**src/sv/rlz_pkg.sv**
```systemverilog
// Shared constants and types of the streaming RefPack decompressor.
`timescale 1ns / 1ps
`default_nettype none
package rlz_pkg;

  localparam int WINDOW_BYTES = 131072;
  localparam int WIN_AW       = $clog2(WINDOW_BYTES);
  localparam int PROD_W       = WIN_AW + 1;
  localparam int DIST_W       = 18;
  localparam int LEN_W        = 11;
  localparam int OUT_BYTES    = 32;
  localparam int LANE_AW      = $clog2(OUT_BYTES);
  localparam int CNT_W        = 6;

  localparam logic [1:0] ST_OK        = 2'd0;
  localparam logic [1:0] ST_BAD_DIST  = 2'd1;
  localparam logic [1:0] ST_AFTER_END = 2'd2;

  typedef struct packed {
    logic              restart;
    logic              emit_lit;
    logic [7:0]        lit_byte;
    logic              do_copy;
    logic [LEN_W-1:0]  copy_len;
    logic [DIST_W-1:0] copy_dist;
    logic              size_valid;
    logic [23:0]       decoded_size;
    logic              stream_end;
    logic              after_end;
    logic [31:0]       consumed;
  } act_t;

endpackage
`default_nettype wire

```
**src/sv/rlz_packer.sv**
```systemverilog
// Output byte lanes that collect produced bytes into one result.
`timescale 1ns / 1ps
`default_nettype none
module rlz_packer (
  input  wire logic                          clk,
  input  wire logic                          rst_n,
  input  wire logic                          push,
  input  wire logic [7:0]                    push_byte,
  input  wire logic                          clear,
  output logic                               full,
  output logic [rlz_pkg::CNT_W-1:0]          count,
  output logic [rlz_pkg::OUT_BYTES*8-1:0]    data
);

  logic [7:0]                lanes_r [rlz_pkg::OUT_BYTES];
  logic [rlz_pkg::CNT_W-1:0] cnt_r;

  always_ff @(posedge clk) begin
    if (!rst_n || clear) begin
      cnt_r <= '0;
      for (int i = 0; i < rlz_pkg::OUT_BYTES; i++) begin
        lanes_r[i] <= 8'd0;
      end
    end else if (push) begin
      lanes_r[cnt_r[rlz_pkg::LANE_AW-1:0]] <= push_byte;
      cnt_r <= cnt_r + 1'b1;
    end
  end

  always_comb begin
    for (int i = 0; i < rlz_pkg::OUT_BYTES; i++) begin
      data[i*8 +: 8] = lanes_r[i];
    end
  end

  assign full  = (cnt_r == rlz_pkg::CNT_W'(rlz_pkg::OUT_BYTES));
  assign count = cnt_r;

endmodule
`default_nettype wire

```
**config.mk**
```make
export PLATFORM = sky130hd
export DESIGN_NAME = rlz_packer
export DESIGN_NICKNAME = d
export VERILOG_FILES = /design/src/sv/rlz_pkg.sv /design/src/sv/rlz_packer.sv
export SDC_FILE = /design/constraint.sdc
export NUM_CORES = 1
export LEC_CHECK = 0
export BUFFER_PORTS_ARGS = -buffer_cell sky130_fd_sc_hd__clkbuf_2
export CORE_MARGIN = 3
export CORE_UTILIZATION = 45
export CTS_CLUSTER_DIAMETER = 80
export DETAILED_ROUTE_END_ITERATION = 12
export PLACE_DENSITY_LB_ADDON = 0.15
export RECOVER_POWER = 50
export SYNTH_ARGS = -nofsm -noshare
export SYNTH_HDL_FRONTEND = slang
export SYNTH_SLANG_ARGS = --single-unit
```
**constraint.sdc**
```tcl
create_clock -name clk -period 3.95 [get_ports clk]
set_input_delay 0.395 -clock clk [delete_from_list [all_inputs] [get_ports clk]]
set_output_delay 0.395 -clock clk [all_outputs]
set_load 0.03 [all_outputs]
```
==> results of run 1 <==
synthesized netlist by cell type, drive strengths merged:
cell      n
nor2b     1
nand2b    1
a21oi     1
nand2    52
or2       1
nand4b    2
and4b     4
or3b      2
buf      34
nand3     3
o21ai    33
or3       2
nand3b    2
ha        4
edfxtp  256
xnor2     1
mux2i     1
and2     32
nor3b     2
clkbuf   12
inv       2
dfxtp     6
nor2    235
xor2      3
nand4     2
stage by stage:
stage	hold slack [ps]	power, mW	cells	instance area [um2]
2_1_floorplan	622	3.59	694	9870
3_3_place_gp	502	3.77	1215	11500
3_5_place_dp	515	3.77	1215	11500
4_1_cts	375	6.59	1265	12500
5_1_grt	408	6.70	1266	12100
6_report	377	6.52	1266	12100
power by group through the flow:
stage | clock network [mW] | registers (mW) | logic (mW)
after floorplan | 0 | 3.51 | 0.0752
after global placement | 0 | 3.28 | 0.496
after detailed placement | 0 | 3.27 | 0.500
after CTS | 2.87 | 3.22 | 0.501
after global routing | 2.99 | 3.22 | 0.488
final | 2.85 | 3.21 | 0.465
per-layer routing:
layer	track usage [%]	wire length (um)	vias up
li1	-	-	2951
met1	29.3	10700	3117
met2	34.2	12400	341
met3	5.80	2610	48
met4	5.68	674	0
met5	0	0	-
logic make-up after synthesis:
group                      synth area share (%)
buffers and inverters                      2.83
AOI/OAI and AO/OA                          1.80
muxes                                     0.101
and+or+nand+nor                            15.3
xor gates and xnor gates                  0.355
adders and majority gates                 0.507
DFF                                        79.1
worst max-delay path by stage:
stage	startpoint	end	depth (start not counted)
2_1_floorplan	count[4]$_SDFFE_PP0P_	lanes_r[24][0]$_SDFFCE_PN0P_	5
3_3_place_gp	rst_n	lanes_r[22][2]$_SDFFCE_PN0P_	4
3_5_place_dp	rst_n	lanes_r[6][2]$_SDFFCE_PN0P_	4
4_1_cts	count[2]$_SDFFE_PP0P_	full	4
5_1_grt	count[2]$_SDFFE_PP0P_	lanes_r[26][7]$_SDFFCE_PN0P_	4
6_report	count[2]$_SDFFE_PP0P_	lanes_r[26][7]$_SDFFCE_PN0P_	4
critical path: cells and delay by family (launching register included):
kind	cells	cell delay [ps]
buffers and inverters	2	1500
AOI/OAI and AO/OA	1	340
and+or+nand+nor	1	230
DFF	1	610
registers in the layout, summed over array words and instances (netlist names):
register,count
lanes_r,256
count,6
area by class of cell:
cell class	count	area, um2
fillers	1841	9160
clock buffers	28	679
clock inverters	22	328
multi-input cells	384	1780
repair buffers	292	1180
well taps	275	344
diodes	1	2.50
inverters	2	7.51
flip-flops and latches	262	7810
layout by cell type (no fill, tap or decap), drive strengths merged:
master and count:
or3b 2, dfxtp 6, clkbuf 303, nor2b 1
xnor2 1, o21ai 33, clkinv 11, clkinvlp 1
nor2 235, xor2 3, a21oi 1, or2 1
diode 1, edfxtp 256, and2 32, mux2i 1
nor3b 2, and4b 4, nand3 3, bufinv 8
ha 4, inv 4, nand4b 2, buf 17
nand3b 2, nand2b 1, nand4 2, or3 2
nand2 52
==> flow_metrics.env, run 1 <==
export IMPL_seq_area_frac_synth_pct=79.1
export IMPL_grt_overflow=0
export IMPL_holdPathEnd="count[0]$_SDFFE_PP0P_"
export IMPL_p_comb_share_pct=7.1
export IMPL_worst_clock_skew_ps=25.0
export IMPL_drc=0
export IMPL_antenna_found_initial=1
export IMPL_critPathLaunchType="flip-flop"
export IMPL_synth_warnings=0
export IMPL_crit_type="reg2reg"
export IMPL_utilization_pct=57.0
export IMPL_clockRootBuffer="clkbuf_16"
export IMPL_rrSetupSlack_ps=1020
export IMPL_synth_cells=694
export IMPL_yosys_top_cells_area="edfxtp_1 78%, nor2_1 8.8%, and2_1 2.0%"
export IMPL_maxSlewHeadroom_pct=-10.5
export IMPL_tritoncts="built"
export IMPL_crit_required_ps=4250
export IMPL_nNetsFinal=985
export IMPL_grt_max_degree=36
export IMPL_first_global_vias=6255
export IMPL_rr_worst_depth=4
export IMPL_critPathArrivalTime_ps=3230
export IMPL_vias=6457
export IMPL_synth_seq_cells=262
export IMPL_yosysTopAreaCellShare_pct=77.9
export IMPL_cap_violations=1
export IMPL_cts_max_level=1
export IMPL_rsz0062_at_grt="no"
export IMPL_gr_usage_all_layers_pct=21.4
export IMPL_drtIter0Drc=466
export IMPL_dp_slack_ps=1330
export IMPL_die_x_um=154
export IMPL_io_pins=275
export IMPL_syn2layout_area_growth_pct=22.9
export IMPL_worst_pin_slew_ps=1660
export IMPL_final_setup_worst_slack_ps=1020
export IMPL_p_leak_nw=4.31
export IMPL_violations="capacitance limit, slew limit"
export IMPL_slew_viol_final=36
export IMPL_synthesis_nets=710
export IMPL_grt_first_pass_wirelength_mm=38.4
export IMPL_hold_violations=0
export IMPL_worstReg2RegEnd="lanes_r[26][7]$_SDFFCE_PN0P_"
export IMPL_cts_buffers=27
export IMPL_insertion_delay_ps=530
export IMPL_wirelength_mm=26.4
export IMPL_p_int_mw=5.01
export IMPL_power_density_nw_per_um2=538
export IMPL_hold_class="in2reg"
export IMPL_cts_clk_slew_worst_paths_ps=60
export IMPL_initial_core_util_pct=46.4
export IMPL_hold_buffers=0
export IMPL_path_max_fanout=35
export IMPL_gp_congestion=0.825
export IMPL_ant_nets=0
export IMPL_cp_slowest_cell="clkbuf_1"
export IMPL_clock_sinks=262
export IMPL_seqPwrFrac_pct=49.2
export IMPL_core_um2=21300
export IMPL_synth_top_cell_by_area="edfxtp_1"
export IMPL_p_sw_share_pct=23.1
export IMPL_critPathCaptureType="flip-flop"
export IMPL_die_h_um=154
export IMPL_hold_start="push"
export IMPL_setup_tns_final_ps=0
export IMPL_power_switching_mw=1.51
export IMPL_hold_depth=3
export IMPL_avgSynthCellArea_um2=14.2
export IMPL_reg2reg_from="count[2]$_SDFFE_PP0P_"
export IMPL_max_freq_ghz=0.341
export IMPL_clkPwrFrac_pct=43.6
export IMPL_fin_crit_sh_pct=74.3
export IMPL_synth_distinct_cells=34
export IMPL_portBuffers=274
export IMPL_clk_path_buf_depth=3
export IMPL_drive_gt1_share_pct=9.09
export IMPL_postCtsResizedCells=0
export IMPL_cts_setup_buffers=0
export IMPL_firstDrtPassIters=6
export IMPL_syn_area_um2=9870
export IMPL_die_area_um2=23700
export IMPL_ir_worst_vdd_uv=365
export IMPL_rows=53
export IMPL_critical_path_max_stage_delay_ps=1220
export IMPL_wl_per_cell_um=20.8
export IMPL_setup_viol=0
export IMPL_crit_chain="or2_0, clkbuf_1, o21ai_0, buf_4"
export IMPL_outcome="complete, but fails checks"
export IMPL_dp_hpwl_mm=18.2
export IMPL_min_period_ps=2930
export IMPL_vias_per_cell=5.10
Note: power is estimated with default switching activity, not from simulation.
==> run 2, diff against run 1 <==
--- a/config.mk
+++ b/config.mk
@@ -5,6 +5,7 @@
 export SDC_FILE = /design/constraint.sdc
 export NUM_CORES = 1
 export LEC_CHECK = 0
+export ABC_AREA = 1
 export BUFFER_PORTS_ARGS = -buffer_cell sky130_fd_sc_hd__clkbuf_2
 export CORE_MARGIN = 3
 export CORE_UTILIZATION = 45
==> constraint.sdc (replaced) <==
create_clock -name clk -period 2.5 [get_ports clk]
set_input_delay 0.25 -clock clk [delete_from_list [all_inputs] [get_ports clk]]
set_output_delay 0.25 -clock clk [all_outputs]
set_load 0.03 [all_outputs]
==> run 2 against run 1 <==
Effect of this change: synthesized cell count decreased by 3.3%; critical endpoint is now lanes_r[18][6]$_SDFFCE_PN0P_; count of clock-buffer cells in the layout increased by 7; global-route usage decreased by 0.083 points; area after synthesis decreased by 3.7%; the flow now finishes without violations; sequential share of layout area increased by 1.9 points; register-to-register slack got worse by 630 ps; setup slack got worse by 650 ps.
==> flow_metrics.env, run 2 <==
export IMPL_wl_per_cell_um=20.3
export IMPL_critPathCaptureType="flip-flop"
export IMPL_power_density_nw_per_um2=833
export IMPL_synth_most_common_cell="nor2_1"
export IMPL_postCtsResizedCells=0
export IMPL_p_leak_nw=4.63
export IMPL_rsz0062_at_grt="no"
export IMPL_ant_nets=0
export IMPL_ys_flop_type="edfxtp_1"
export IMPL_syn_area_um2=9510
export IMPL_initial_core_util_pct=46.4
export IMPL_yosysTopAreaCellShare_pct=80.8
export IMPL_io_pins=275
export IMPL_synthesis_nets=687
export IMPL_worst_pin_slew_ps=734
export IMPL_die_area_um2=22900
export IMPL_clock_sinks=262
export IMPL_seq_area_um2=7810
export IMPL_final_common_cell="clkbuf_1"
export IMPL_ys_top_cells_by_count="266 x nor2_1, 256 x edfxtp_1, 40 x nand2_1, 32 x nand2_2, 28 x clkbuf_1"
export IMPL_gr_usage_all_layers_pct=21.3
export IMPL_setup_viol=0
export IMPL_dp_hpwl_mm=16.1
export IMPL_synth_xor_area_share_pct=0
export IMPL_antenna_cells=0
export IMPL_dp_cells=1207
export IMPL_cts_setup_buffers=0
export IMPL_grt_overflow=0
export IMPL_die_x_um=151
export IMPL_synthAdderAreaFrac_pct=0.526
export IMPL_core_um2=20500
export IMPL_first_global_vias=5936
export IMPL_syn2layout_area_growth_pct=23.9
export IMPL_crit_required_ps=2680
export IMPL_clockRootBuffer="clkbuf_16"
export IMPL_cts_clk_slew_worst_paths_ps=60
export IMPL_critPathLaunchType="primary input"
export IMPL_worst_clock_skew_ps=8.72
export IMPL_cts_max_level=1
export IMPL_synthArstFlopShare_pct=0
export IMPL_synth_simple_area_share_pct=15.1
export IMPL_seq_area_frac_synth_pct=82.1
export IMPL_synth_distinct_cells=15
export IMPL_slew_viol_final=0
export IMPL_min_period_ps=2140
export IMPL_grt_max_degree=33
export IMPL_firstDrtPassIters=5
export IMPL_rows=52
export IMPL_synth_warnings=0
export IMPL_synth_top_cell_by_area="edfxtp_1"
export IMPL_avgSynthCellArea_um2=14.2
export IMPL_gp_congestion=0.832
export IMPL_tritoncts="built"
export IMPL_insertion_delay_ps=520
export IMPL_ir_worst_vdd_uv=542
export IMPL_synth_top_family_by_area="simple AND/OR/NAND/NOR gates"
export IMPL_portBuffers=274
export IMPL_synth_cells=671
export IMPL_max_freq_ghz=0.468
export IMPL_nNetsFinal=983
export IMPL_synthMuxAreaShare_pct=0
export IMPL_hold_class="in2reg"
export IMPL_cts_buffers=27
export IMPL_wirelength_mm=25.5
export IMPL_setup_tns_final_ps=0
export IMPL_drive_gt1_share_pct=8.61
export IMPL_regMostFlops="lanes_r"
export IMPL_fin_cells=1257
export IMPL_yosys_top_cells_area="edfxtp_1 81%, nor2_1 10%, nand2_2 2.1%"
export IMPL_vias_per_cell=4.95
export IMPL_synth_edff_count=256
export IMPL_path_max_fanout=9
export IMPL_antenna_found_initial=0
export IMPL_largest_register_ffs=256
export IMPL_fin_crit_sh_pct=85.5
export IMPL_hold_violations=0
export IMPL_final_cell_mix="272 x clkbuf_1, 268 x nor2_1, 256 x edfxtp_1"
export IMPL_maxSlewHeadroom_pct=51.0
export IMPL_synth_seq_cells=262
export IMPL_grt_first_pass_wirelength_mm=36.1
export IMPL_drtIter0Drc=323
export IMPL_fillers=1848
export IMPL_outcome="finished clean"
export IMPL_synth_compound_area_share_pct=0.421
export IMPL_rrSetupSlack_ps=390
export IMPL_crit_type="in2reg"
export IMPL_die_h_um=151
export IMPL_vias=6222
export IMPL_clk_path_buf_depth=3
export IMPL_critPathArrivalTime_ps=2320
export IMPL_multi_input_area_um2=1480
export IMPL_drc=0
export IMPL_cap_violations=0
run 2: cell count changes in the layout (fill, tap and decap cells not counted), sizes merged, moves of 3 or more:
cell	change
clkbuf	+8
a21oi	+3
and4b	-4
bufinv	-4
xor2	-3
and2	-32
nor2	+35
inv	+15
nor3	+6
o21ai	-29
nand2	+20
run 2: worst paths after layout:
check / startpoint / endpoint / cells past startpoint
worst max-delay path: push / lanes_r[18][6]$_SDFFCE_PN0P_ / 7
worst min-delay path: clear / count[1]$_SDFFE_PP0P_ / 4
worst max register to register: count[0]$_SDFFE_PP0P_ / lanes_r[7][7]$_SDFFCE_PN0P_ / 6
worst min register to register: count[0]$_SDFFE_PP0P_ / count[0]$_SDFFE_PP0P_ / 1
run 2: cell type report:
class	count	area share, %
flip-flops and latches	262	66.3
clock inverters	14	1.41
well taps	270	2.87
multi-input cells	362	12.5
repair buffers	295	10.2
clock buffers	35	6.07
inverters	19	0.605
run 2: per-stage QoR:
stage	total power [mW]	utilization (%)	hold slack, ps	cell area [um2]	setup WS, ps
2_1_floorplan	5.64	-	340	9510	528
5_1_grt	10.1	57.5	76.4	11800	216
6_report	9.81	57.5	77.5	11800	363
3_3_place_gp	5.94	55.1	515	11300	452
3_5_place_dp	5.95	55.1	524	11300	397
4_1_cts	9.93	59.4	54.3	12200	355
run 2: timing repair:
action                     4_1_cts  5_1_grt
hold buffers                     1        0
hold endpoints to repair         1        0
setup endpoints to repair        0        0
run 2: kinds of logic (layout without fill, tap and decap cells):
kind of cell / Yosys count / in the layout
adders and majority gates: 4 / 4
and+or+nand+nor: 350 / 350
DFF: 262 / 262
AOI/OAI and AO/OA: 8 / 8
buffers and inverters: 47 / 363
run 2: where the power goes:
part | total, mW | switching (mW) | internal, mW
Sequential | 5.05 | 0.0622 | 4.98
Clock | 4.01 | 1.59 | 2.42
Combinational | 0.756 | 0.655 | 0.101
Total | 9.81 | 2.31 | 7.50
run 2: routing by layer:
metal	wire, um	global-route usage [%]
met1	9870	28.1
met2	12400	35.3
met3	2610	5.45
met4	571	5.98
met5	0	0
run 2: critical path, cell delays in order:
cell           delay [ps]
dlygate4sd3_1         550
clkbuf_1              250
nand2_1               150
nor2_1                290
buf_4                 270
nand2_1               220
nand2_1               340
