$ cat config.mk
export PLATFORM = sky130hd
export DESIGN_NAME = rlz_parser
export DESIGN_NICKNAME = d
export VERILOG_FILES = /design/src/sv/rlz_pkg.sv /design/src/sv/rlz_parser.sv
export SDC_FILE = /design/constraint.sdc
export NUM_CORES = 1
export LEC_CHECK = 0
export BUFFER_PORTS_ARGS = -buffer_cell sky130_fd_sc_hd__buf_2
export CAP_MARGIN = 40
export CELL_PAD_IN_SITES_DETAIL_PLACEMENT = 1
export CELL_PAD_IN_SITES_GLOBAL_PLACEMENT = 1
export CORE_ASPECT_RATIO = 1.25
export CORE_UTILIZATION = 35
export DETAILED_ROUTE_END_ITERATION = 16
export PLACE_DENSITY = 0.72
export SYNTH_ARGS = -nofsm -noshare
export SYNTH_HDL_FRONTEND = slang
export SYNTH_SLANG_ARGS = --single-unit
export TNS_END_PERCENT = 5
$ cat constraint.sdc
create_clock -name clk -period 5.65 [get_ports clk]
set_input_delay 1.13 -clock clk [delete_from_list [all_inputs] [get_ports clk]]
set_output_delay 1.13 -clock clk [all_outputs]
set_load 0.01 [all_outputs]
$ cat src/sv/rlz_pkg.sv
// Shared constants and types of the streaming RefPack decompressor.
`timescale 1ns / 1ps
`default_nettype none
package rlz_pkg;

  localparam int WINDOW_BYTES = 131072;
  localparam int WIN_AW       = $clog2(WINDOW_BYTES);
  localparam int PROD_W       = WIN_AW + 1;
  localparam int DIST_W       = 18;
  localparam int LEN_W        = 11;
  localparam int OUT_BYTES    = 32;
  localparam int LANE_AW      = $clog2(OUT_BYTES);
  localparam int CNT_W        = 6;

  localparam logic [1:0] ST_OK        = 2'd0;
  localparam logic [1:0] ST_BAD_DIST  = 2'd1;
  localparam logic [1:0] ST_AFTER_END = 2'd2;

  typedef struct packed {
    logic              restart;
    logic              emit_lit;
    logic [7:0]        lit_byte;
    logic              do_copy;
    logic [LEN_W-1:0]  copy_len;
    logic [DIST_W-1:0] copy_dist;
    logic              size_valid;
    logic [23:0]       decoded_size;
    logic              stream_end;
    logic              after_end;
    logic [31:0]       consumed;
  } act_t;

endpackage
`default_nettype wire

$ cat src/sv/rlz_parser.sv
// Header and command parser that turns one compressed byte into actions.
`timescale 1ns / 1ps
`default_nettype none
module rlz_parser (
  input  wire logic          clk,
  input  wire logic          rst_n,
  input  wire logic          step,
  input  wire logic [7:0]    in_byte,
  input  wire logic          begin_req,
  output rlz_pkg::act_t      act
);

  localparam logic [2:0] PH_FLAG = 3'd0;
  localparam logic [2:0] PH_SKIP = 3'd1;
  localparam logic [2:0] PH_SIZE = 3'd2;
  localparam logic [2:0] PH_OP   = 3'd3;
  localparam logic [2:0] PH_CMD  = 3'd4;
  localparam logic [2:0] PH_LIT  = 3'd5;
  localparam logic [2:0] PH_DONE = 3'd6;

  logic [2:0]                  phase_r, phase_nxt;
  logic [2:0]                  hl_r, hl_nxt;
  logic [23:0]                 size_r, size_nxt;
  logic [7:0]                  c0_r, c0_nxt, c1_r, c1_nxt, c2_r, c2_nxt;
  logic [1:0]                  got_r, got_nxt;
  logic [6:0]                  lits_r, lits_nxt;
  logic [rlz_pkg::LEN_W-1:0]   clen_r, clen_nxt;
  logic [rlz_pkg::DIST_W-1:0]  cdist_r, cdist_nxt;
  logic                        endp_r, endp_nxt;
  logic [31:0]                 cons_r, cons_nxt;

  logic [7:0]                  f0, f1, f2, f3;
  logic                        fin;
  logic [2:0]                  need;

  always_comb begin
    phase_nxt = begin_req ? PH_FLAG : phase_r;
    hl_nxt    = begin_req ? 3'd0 : hl_r;
    size_nxt  = begin_req ? 24'd0 : size_r;
    c0_nxt    = begin_req ? 8'd0 : c0_r;
    c1_nxt    = begin_req ? 8'd0 : c1_r;
    c2_nxt    = begin_req ? 8'd0 : c2_r;
    got_nxt   = begin_req ? 2'd0 : got_r;
    lits_nxt  = begin_req ? 7'd0 : lits_r;
    clen_nxt  = begin_req ? '0 : clen_r;
    cdist_nxt = begin_req ? '0 : cdist_r;
    endp_nxt  = begin_req ? 1'b0 : endp_r;
    cons_nxt  = begin_req ? 32'd0 : cons_r;
    fin = 1'b0;
    f0 = c0_nxt;
    f1 = c1_nxt;
    f2 = c2_nxt;
    f3 = in_byte;
    need = 3'd0;
    act = '0;
    act.restart  = begin_req;
    act.lit_byte = in_byte;
    if (phase_nxt == PH_DONE) begin
      act.after_end = 1'b1;
    end else begin
      if (cons_nxt != 32'hFFFF_FFFF) begin
        cons_nxt = cons_nxt + 32'd1;
      end
      case (phase_nxt)
        PH_FLAG: begin
          hl_nxt    = in_byte[0] ? 3'd4 : 3'd1;
          phase_nxt = PH_SKIP;
        end
        PH_SKIP: begin
          hl_nxt = hl_nxt - 3'd1;
          if (hl_nxt == 3'd0) begin
            phase_nxt = PH_SIZE;
            hl_nxt    = 3'd3;
            size_nxt  = 24'd0;
          end
        end
        PH_SIZE: begin
          size_nxt = {size_nxt[15:0], in_byte};
          hl_nxt   = hl_nxt - 3'd1;
          if (hl_nxt == 3'd0) begin
            act.size_valid   = 1'b1;
            act.decoded_size = size_nxt;
            phase_nxt        = PH_OP;
          end
        end
        PH_OP: begin
          c0_nxt   = in_byte;
          got_nxt  = 2'd1;
          endp_nxt = 1'b0;
          f0 = in_byte;
          if (in_byte >= 8'hE0) begin
            fin = 1'b1;
          end else begin
            phase_nxt = PH_CMD;
          end
        end
        PH_CMD: begin
          case (got_nxt)
            2'd1:    c1_nxt = in_byte;
            2'd2:    c2_nxt = in_byte;
            default: ;
          endcase
          f1 = c1_nxt;
          f2 = c2_nxt;
          need = (c0_nxt < 8'h80) ? 3'd2 : ((c0_nxt < 8'hC0) ? 3'd3 : 3'd4);
          if ({1'b0, got_nxt} + 3'd1 >= need) begin
            fin = 1'b1;
          end
          got_nxt = got_nxt + 2'd1;
        end
        PH_LIT: begin
          act.emit_lit = 1'b1;
          if (lits_nxt != 7'd0) begin
            lits_nxt = lits_nxt - 7'd1;
          end
          if (lits_nxt == 7'd0) begin
            if (endp_nxt) begin
              phase_nxt      = PH_DONE;
              act.stream_end = 1'b1;
            end else begin
              if (clen_nxt != '0) begin
                act.do_copy = 1'b1;
              end
              phase_nxt = PH_OP;
            end
          end
        end
        default: begin
          phase_nxt     = PH_DONE;
          act.after_end = 1'b1;
        end
      endcase
      if (fin) begin
        if (f0 >= 8'hE0) begin
          clen_nxt = '0;
          if (f0 >= 8'hFC) begin
            endp_nxt = 1'b1;
            lits_nxt = {5'd0, f0[1:0]};
            if (f0[1:0] == 2'd0) begin
              phase_nxt      = PH_DONE;
              act.stream_end = 1'b1;
            end else begin
              phase_nxt = PH_LIT;
            end
          end else begin
            lits_nxt  = {f0[4:0], 2'b00} + 7'd4;
            phase_nxt = PH_LIT;
          end
        end else begin
          if (f0 < 8'h80) begin
            lits_nxt  = {5'd0, f0[1:0]};
            clen_nxt  = rlz_pkg::LEN_W'(f0[4:2]) + rlz_pkg::LEN_W'(3);
            cdist_nxt = rlz_pkg::DIST_W'({f0[6:5], f1}) + rlz_pkg::DIST_W'(1);
          end else if (f0 < 8'hC0) begin
            lits_nxt  = {5'd0, f1[7:6]};
            clen_nxt  = rlz_pkg::LEN_W'(f0[5:0]) + rlz_pkg::LEN_W'(4);
            cdist_nxt = rlz_pkg::DIST_W'({f1[5:0], f2}) + rlz_pkg::DIST_W'(1);
          end else begin
            lits_nxt  = {5'd0, f0[1:0]};
            clen_nxt  = rlz_pkg::LEN_W'({f0[3:2], 8'd0}) + rlz_pkg::LEN_W'(f3)
                        + rlz_pkg::LEN_W'(5);
            cdist_nxt = rlz_pkg::DIST_W'({f0[4], f1, f2}) + rlz_pkg::DIST_W'(1);
          end
          if (lits_nxt == 7'd0) begin
            act.do_copy = 1'b1;
            phase_nxt   = PH_OP;
          end else begin
            phase_nxt = PH_LIT;
          end
        end
      end
      act.copy_len  = clen_nxt;
      act.copy_dist = cdist_nxt;
      if (act.do_copy) begin
        clen_nxt = '0;
      end
    end
    act.consumed = cons_nxt;
  end

  always_ff @(posedge clk) begin
    if (!rst_n) begin
      phase_r <= PH_FLAG;
      hl_r    <= 3'd0;
      size_r  <= 24'd0;
      c0_r    <= 8'd0;
      c1_r    <= 8'd0;
      c2_r    <= 8'd0;
      got_r   <= 2'd0;
      lits_r  <= 7'd0;
      clen_r  <= '0;
      cdist_r <= '0;
      endp_r  <= 1'b0;
      cons_r  <= 32'd0;
    end else if (step) begin
      phase_r <= phase_nxt;
      hl_r    <= hl_nxt;
      size_r  <= size_nxt;
      c0_r    <= c0_nxt;
      c1_r    <= c1_nxt;
      c2_r    <= c2_nxt;
      got_r   <= got_nxt;
      lits_r  <= lits_nxt;
      clen_r  <= clen_nxt;
      cdist_r <= cdist_nxt;
      endp_r  <= endp_nxt;
      cons_r  <= cons_nxt;
    end
  end

endmodule
`default_nettype wire

==> load_flow_metrics.sql <==
INSERT INTO impl_metrics (metric_group, metric, value, unit) VALUES
('clocking', 'cts_setup_buffers', '0', ''),
('sta', 'timing.final.ws_setup', '0.298', 'ns'),
('placement', 'number_of_i_o_port_buffers', '110', ''),
('critical_path', 'crit_end', 'act[69]', ''),
('sta', 'rsz_0062_raised_after_global_routing', 'no', ''),
('global_routing', 'antenna_violations_before_repair', '1', ''),
('layout', 'post_route_cells_drive_above_1_share', '17.6', '%'),
('synth', 'mappedNetlistNets', '1203', ''),
('floorplanning', 'dieWidth', '144', 'um'),
('sta', 'fmax', '0.187', 'GHz'),
('pwr', 'power_density', '211', 'nW/um^2'),
('critical_path', 'critical_setup_path_kind', 'input pin to primary output', ''),
('pwr', 'static-leakage-power', '4.03', 'nW'),
('layout', 'antennaDiodeCount', '0', ''),
('layout', 'flow.area_growth_from_synthesis', '15.2', '%'),
('sta', 'slew_headroom', '45.8', '%'),
('synth', 'yosysSeqAreaShare', '26.5', '%'),
('critical_path', 'rr_startpoint', 'phase_r[1]', ''),
('clocking', 'hold_buffers', '0', ''),
('clocking', 'cts_tree', 'done', ''),
('layout', 'nNetsFinal', '1266', ''),
('drt', 'vias_per_std_cell', '5.83', ''),
('clocking', 'clock_tree.buffer_depth', '2', ''),
('critical_path', 'worstPathRequired', '4.52', 'ns'),
('pwr', 'vdd_ir_drop_max', '0.000211', 'V'),
('sta', 'final_worst_path_period_share', '94.7', '%'),
('clocking', 'clock_insertion_delay_worst_skew', '0.43', 'ns'),
('placement', 'worst_setup_timing_slack_at_the_placement_stage', '0.303', 'ns'),
('critical_path', 'ff2ff_setup_slack', '2.12', 'ns'),
('floorplanning', 'ioPinCount', '111', ''),
('drt', 'via_count', '9205', ''),
('floorplanning', 'die_h', '180', 'um'),
('global_routing', 'wire_length_of_the_first_global_routing_pass', '52300', 'um'),
('critical_path', 'cp-start-kind', 'input pin', ''),
('sta', 'finalHoldViolations', '0', ''),
('critical_path', 'worstPathMaxFanout', '10', ''),
('sta', 'timing.final.setup_violations', '0', ''),
('drt', 'drt-pass1-iter-count', '4', ''),
('global_routing', 'largest_net_degree_at_the_start_of_global_routing', '75', ''),
('sta', 'setup-tns-final', '0', 'ns'),
('critical_path', 'timing.critical_path.to_type', 'primary output', ''),
('critical_path', 'cp-startpoint', 'begin_req', ''),
('sta', 'worst_clock_skew', '0.00786', 'ns'),
('clocking', 'clock_sinks', '117', ''),
('placement', 'finalWeightedCongestion', '0.916', ''),
('layout', 'fill_cells', '3068', ''),
('synth', 'synth.avg_cell_area', '7.54', 'um^2'),
('drt', 'detail_route.wirelength', '33000', 'um'),
('clocking', 'cts_root_buf', 'clkbuf_16', ''),
('critical_path', 'r2r.worst_path.cells', '13', ''),
('global_routing', 'grt.total_usage', '26.0', '%'),
('synth', 'post_synth_inst_count', '1173', ''),
('drt', 'post-route-drc-count', '0', ''),
('drt', 'drtAntennaViolNets', '0', ''),
('layout', 'layout_common_cells', 'nand2_1 (127), dfxtp_1 (117), buf_2 (108), nor2_1 (89), o21ai_0 (67)', ''),
('critical_path', 'critical_path_arrival', '4.22', 'ns'),
('placement', 'hpwlAfterDp', '23700', 'um'),
('synth', 'yosysWarningCount', '0', ''),
('sta', 'min_period', '5.35', 'ns'),
('floorplanning', 'fp.dieArea', '25900', 'um^2'),
('drt', 'post_drt_wl_per_cell', '20.9', 'um'),
('sta', 'report.final.slew_viol_count', '0', ''),
('sta', 'tightest_slew', '0.810', 'ns'),
('drt', 'first_iter_violations', '489', ''),
('outcome', 'status', 'finished clean', ''),
('global_routing', 'number_of_global_route_vias_before_repair', '9429', ''),
('synth', 'synth_enable_flop_cells', '0', ''),
('synth', 'netlist_area_before_placement', '8840', 'um^2'),
('floorplanning', 'num_rows', '64', ''),
('clocking', 'cts_made_buffers', '17', ''),
('floorplanning', 'core', '24700', 'um^2'),
('hold_path', 'holdCritPathClass', 'flop to flop', ''),
('synth', 'synth-seq-cells', '117', ''),
('synth', 'ys_async_sr_fraction', '0', '%'),
('job', 'maxCapViolations', '0', ''),
('clocking', 'worst_setup_hold_path_clk_slew', '0.06', 'ns'),
('layout', 'mostFrequentLayoutCell', 'nand2_1', ''),
('synth', 'netlist-cell-type-count', '91', ''),
('global_routing', 'globalRouteOverflowTotal', '0', ''),
('synth', 'synth_top_flop_cell', 'dfxtp_1', ''),
('critical_path', 'r2r-end', 'cdist_r[8]', ''),
('clocking', 'htree_num_levels', '4', ''),
('floorplanning', 'start_util', '35.9', '%');
## worst min path at each step
| stage | start | endpoint | slack (ns) | depth (start not counted) |
|---|---|---|---|---|
| 6_report | cdist_r[3] | cdist_r[3] | 0.46 | 2 |
| 5_1_grt | cdist_r[3] | cdist_r[3] | 0.48 | 2 |
| 4_1_cts | cdist_r[3] | cdist_r[3] | 0.47 | 2 |
| 3_5_place_dp | cdist_r[3] | cdist_r[3] | 0.46 | 2 |
| 3_3_place_gp | cdist_r[9] | cdist_r[9] | 0.45 | 2 |
| 2_1_floorplan | cdist_r[3] | cdist_r[3] | 0.43 | 2 |
## worst max-delay path, stage by stage
cell	delay [ns]
buf_4	0.16
nor4b_1	0.59
buf_4	0.29
and2_1	0.30
a22o_1	0.22
ha_1	0.22
o211ai_1	0.29
nor2_2	0.26
mux2i_1	0.30
a21oi_2	0.09
a211oi_2	0.21
buf_2	0.16
## cells in the mapped netlist, drive strengths merged, types with 5 or more instances
master	instances	area, um^2
a211oi	16	155
a21boi	25	188
a21oi	64	335
a22oi	31	233
a31o	6	52.6
a31oi	17	119
a32o	15	150
a32oi	7	61.3
and2	31	194
and3	22	138
buf	33	198
clkbuf	66	249
dfxtp	117	2340
ha	18	225
inv	29	109
mux2i	14	144
nand2	127	477
nand2b	17	114
nand3	43	215
nand3b	7	52.6
nand4	11	75.1
nor2	93	362
nor2b	44	275
nor3	39	205
nor3b	10	75.1
nor4	7	43.8
o211a	17	170
o211ai	5	37.5
o21a	5	37.5
o21ai	75	375
o22ai	5	31.3
o31a	5	43.8
o31ai	11	82.6
or2	8	50.1
or3	8	50.1
or4	5	37.5
xnor2	45	394
xor2	18	158
## through the flow
step	cells	utilization [%]	hold slack (ns)	total power, mW	instance area (um^2)
detailed placement	1547	39.1	0.457	1.11	9640
CTS	1578	41.3	0.465	2.16	10200
finish	1578	41.3	0.465	2.15	10200
global placement	1546	39.1	0.448	1.10	9630
floorplan	1173	-	0.431	1.03	8850
global route	1578	41.3	0.482	2.22	10200
## layout make-up
class | count | area [um^2] | share of cell area [%]
Multi-Input combinational cell | 927 | 5960 | 58.5
Timing Repair Buffer | 143 | 816 | 8.01
Tap cell | 330 | 413 | 4.05
Clock inverter | 12 | 106 | 1.04
Inverter | 30 | 113 | 1.11
Sequential cell | 117 | 2340 | 23.0
Clock buffer | 19 | 443 | 4.35
## routing by layer
metal | up-vias | global-route usage [%] | wire length [um]
li1 | 4346 | - | -
met1 | 4525 | 30.7 | 13800
met2 | 256 | 45.9 | 16800
met3 | 76 | 3.49 | 1270
met4 | 2 | 11.7 | 1140
met5 | - | 0 | 15
## kinds of logic after synthesis
kind of cell	Yosys count	share of synthesized area (%)
AND/OR/NAND/NOR	494	29.5
adder cells (fa/ha/maj)	18	2.55
flip-flops	117	26.5
buffers and inverters	129	6.32
AO/OA/AOI/OAI	336	27.0
multiplexers	16	1.88
XOR/XNOR	63	6.24
## repair_timing
| action | 4_1_cts | 5_1_grt |
|---|---|---|
| hold endpoints to repair | 0 | 0 |
| resized for setup | 0 | 1 |
| setup endpoints to repair | 0 | 2 |
## flip-flops by register name, indices dropped and copies added (netlist names)
signal,count
got_r,2
endp_r,1
phase_r,3
lits_r,7
hl_r,3
clen_r,11
cdist_r,18
c1_r,8
cons_r,32
c2_r,8
size_r,16
c0_r,8
## where the power goes
part           switching [mW]  internal (mW)
Clock                   0.437          0.612
Sequential             0.0166          0.840
Combinational           0.165         0.0740
Note: power is estimated with default switching activity, not from simulation.
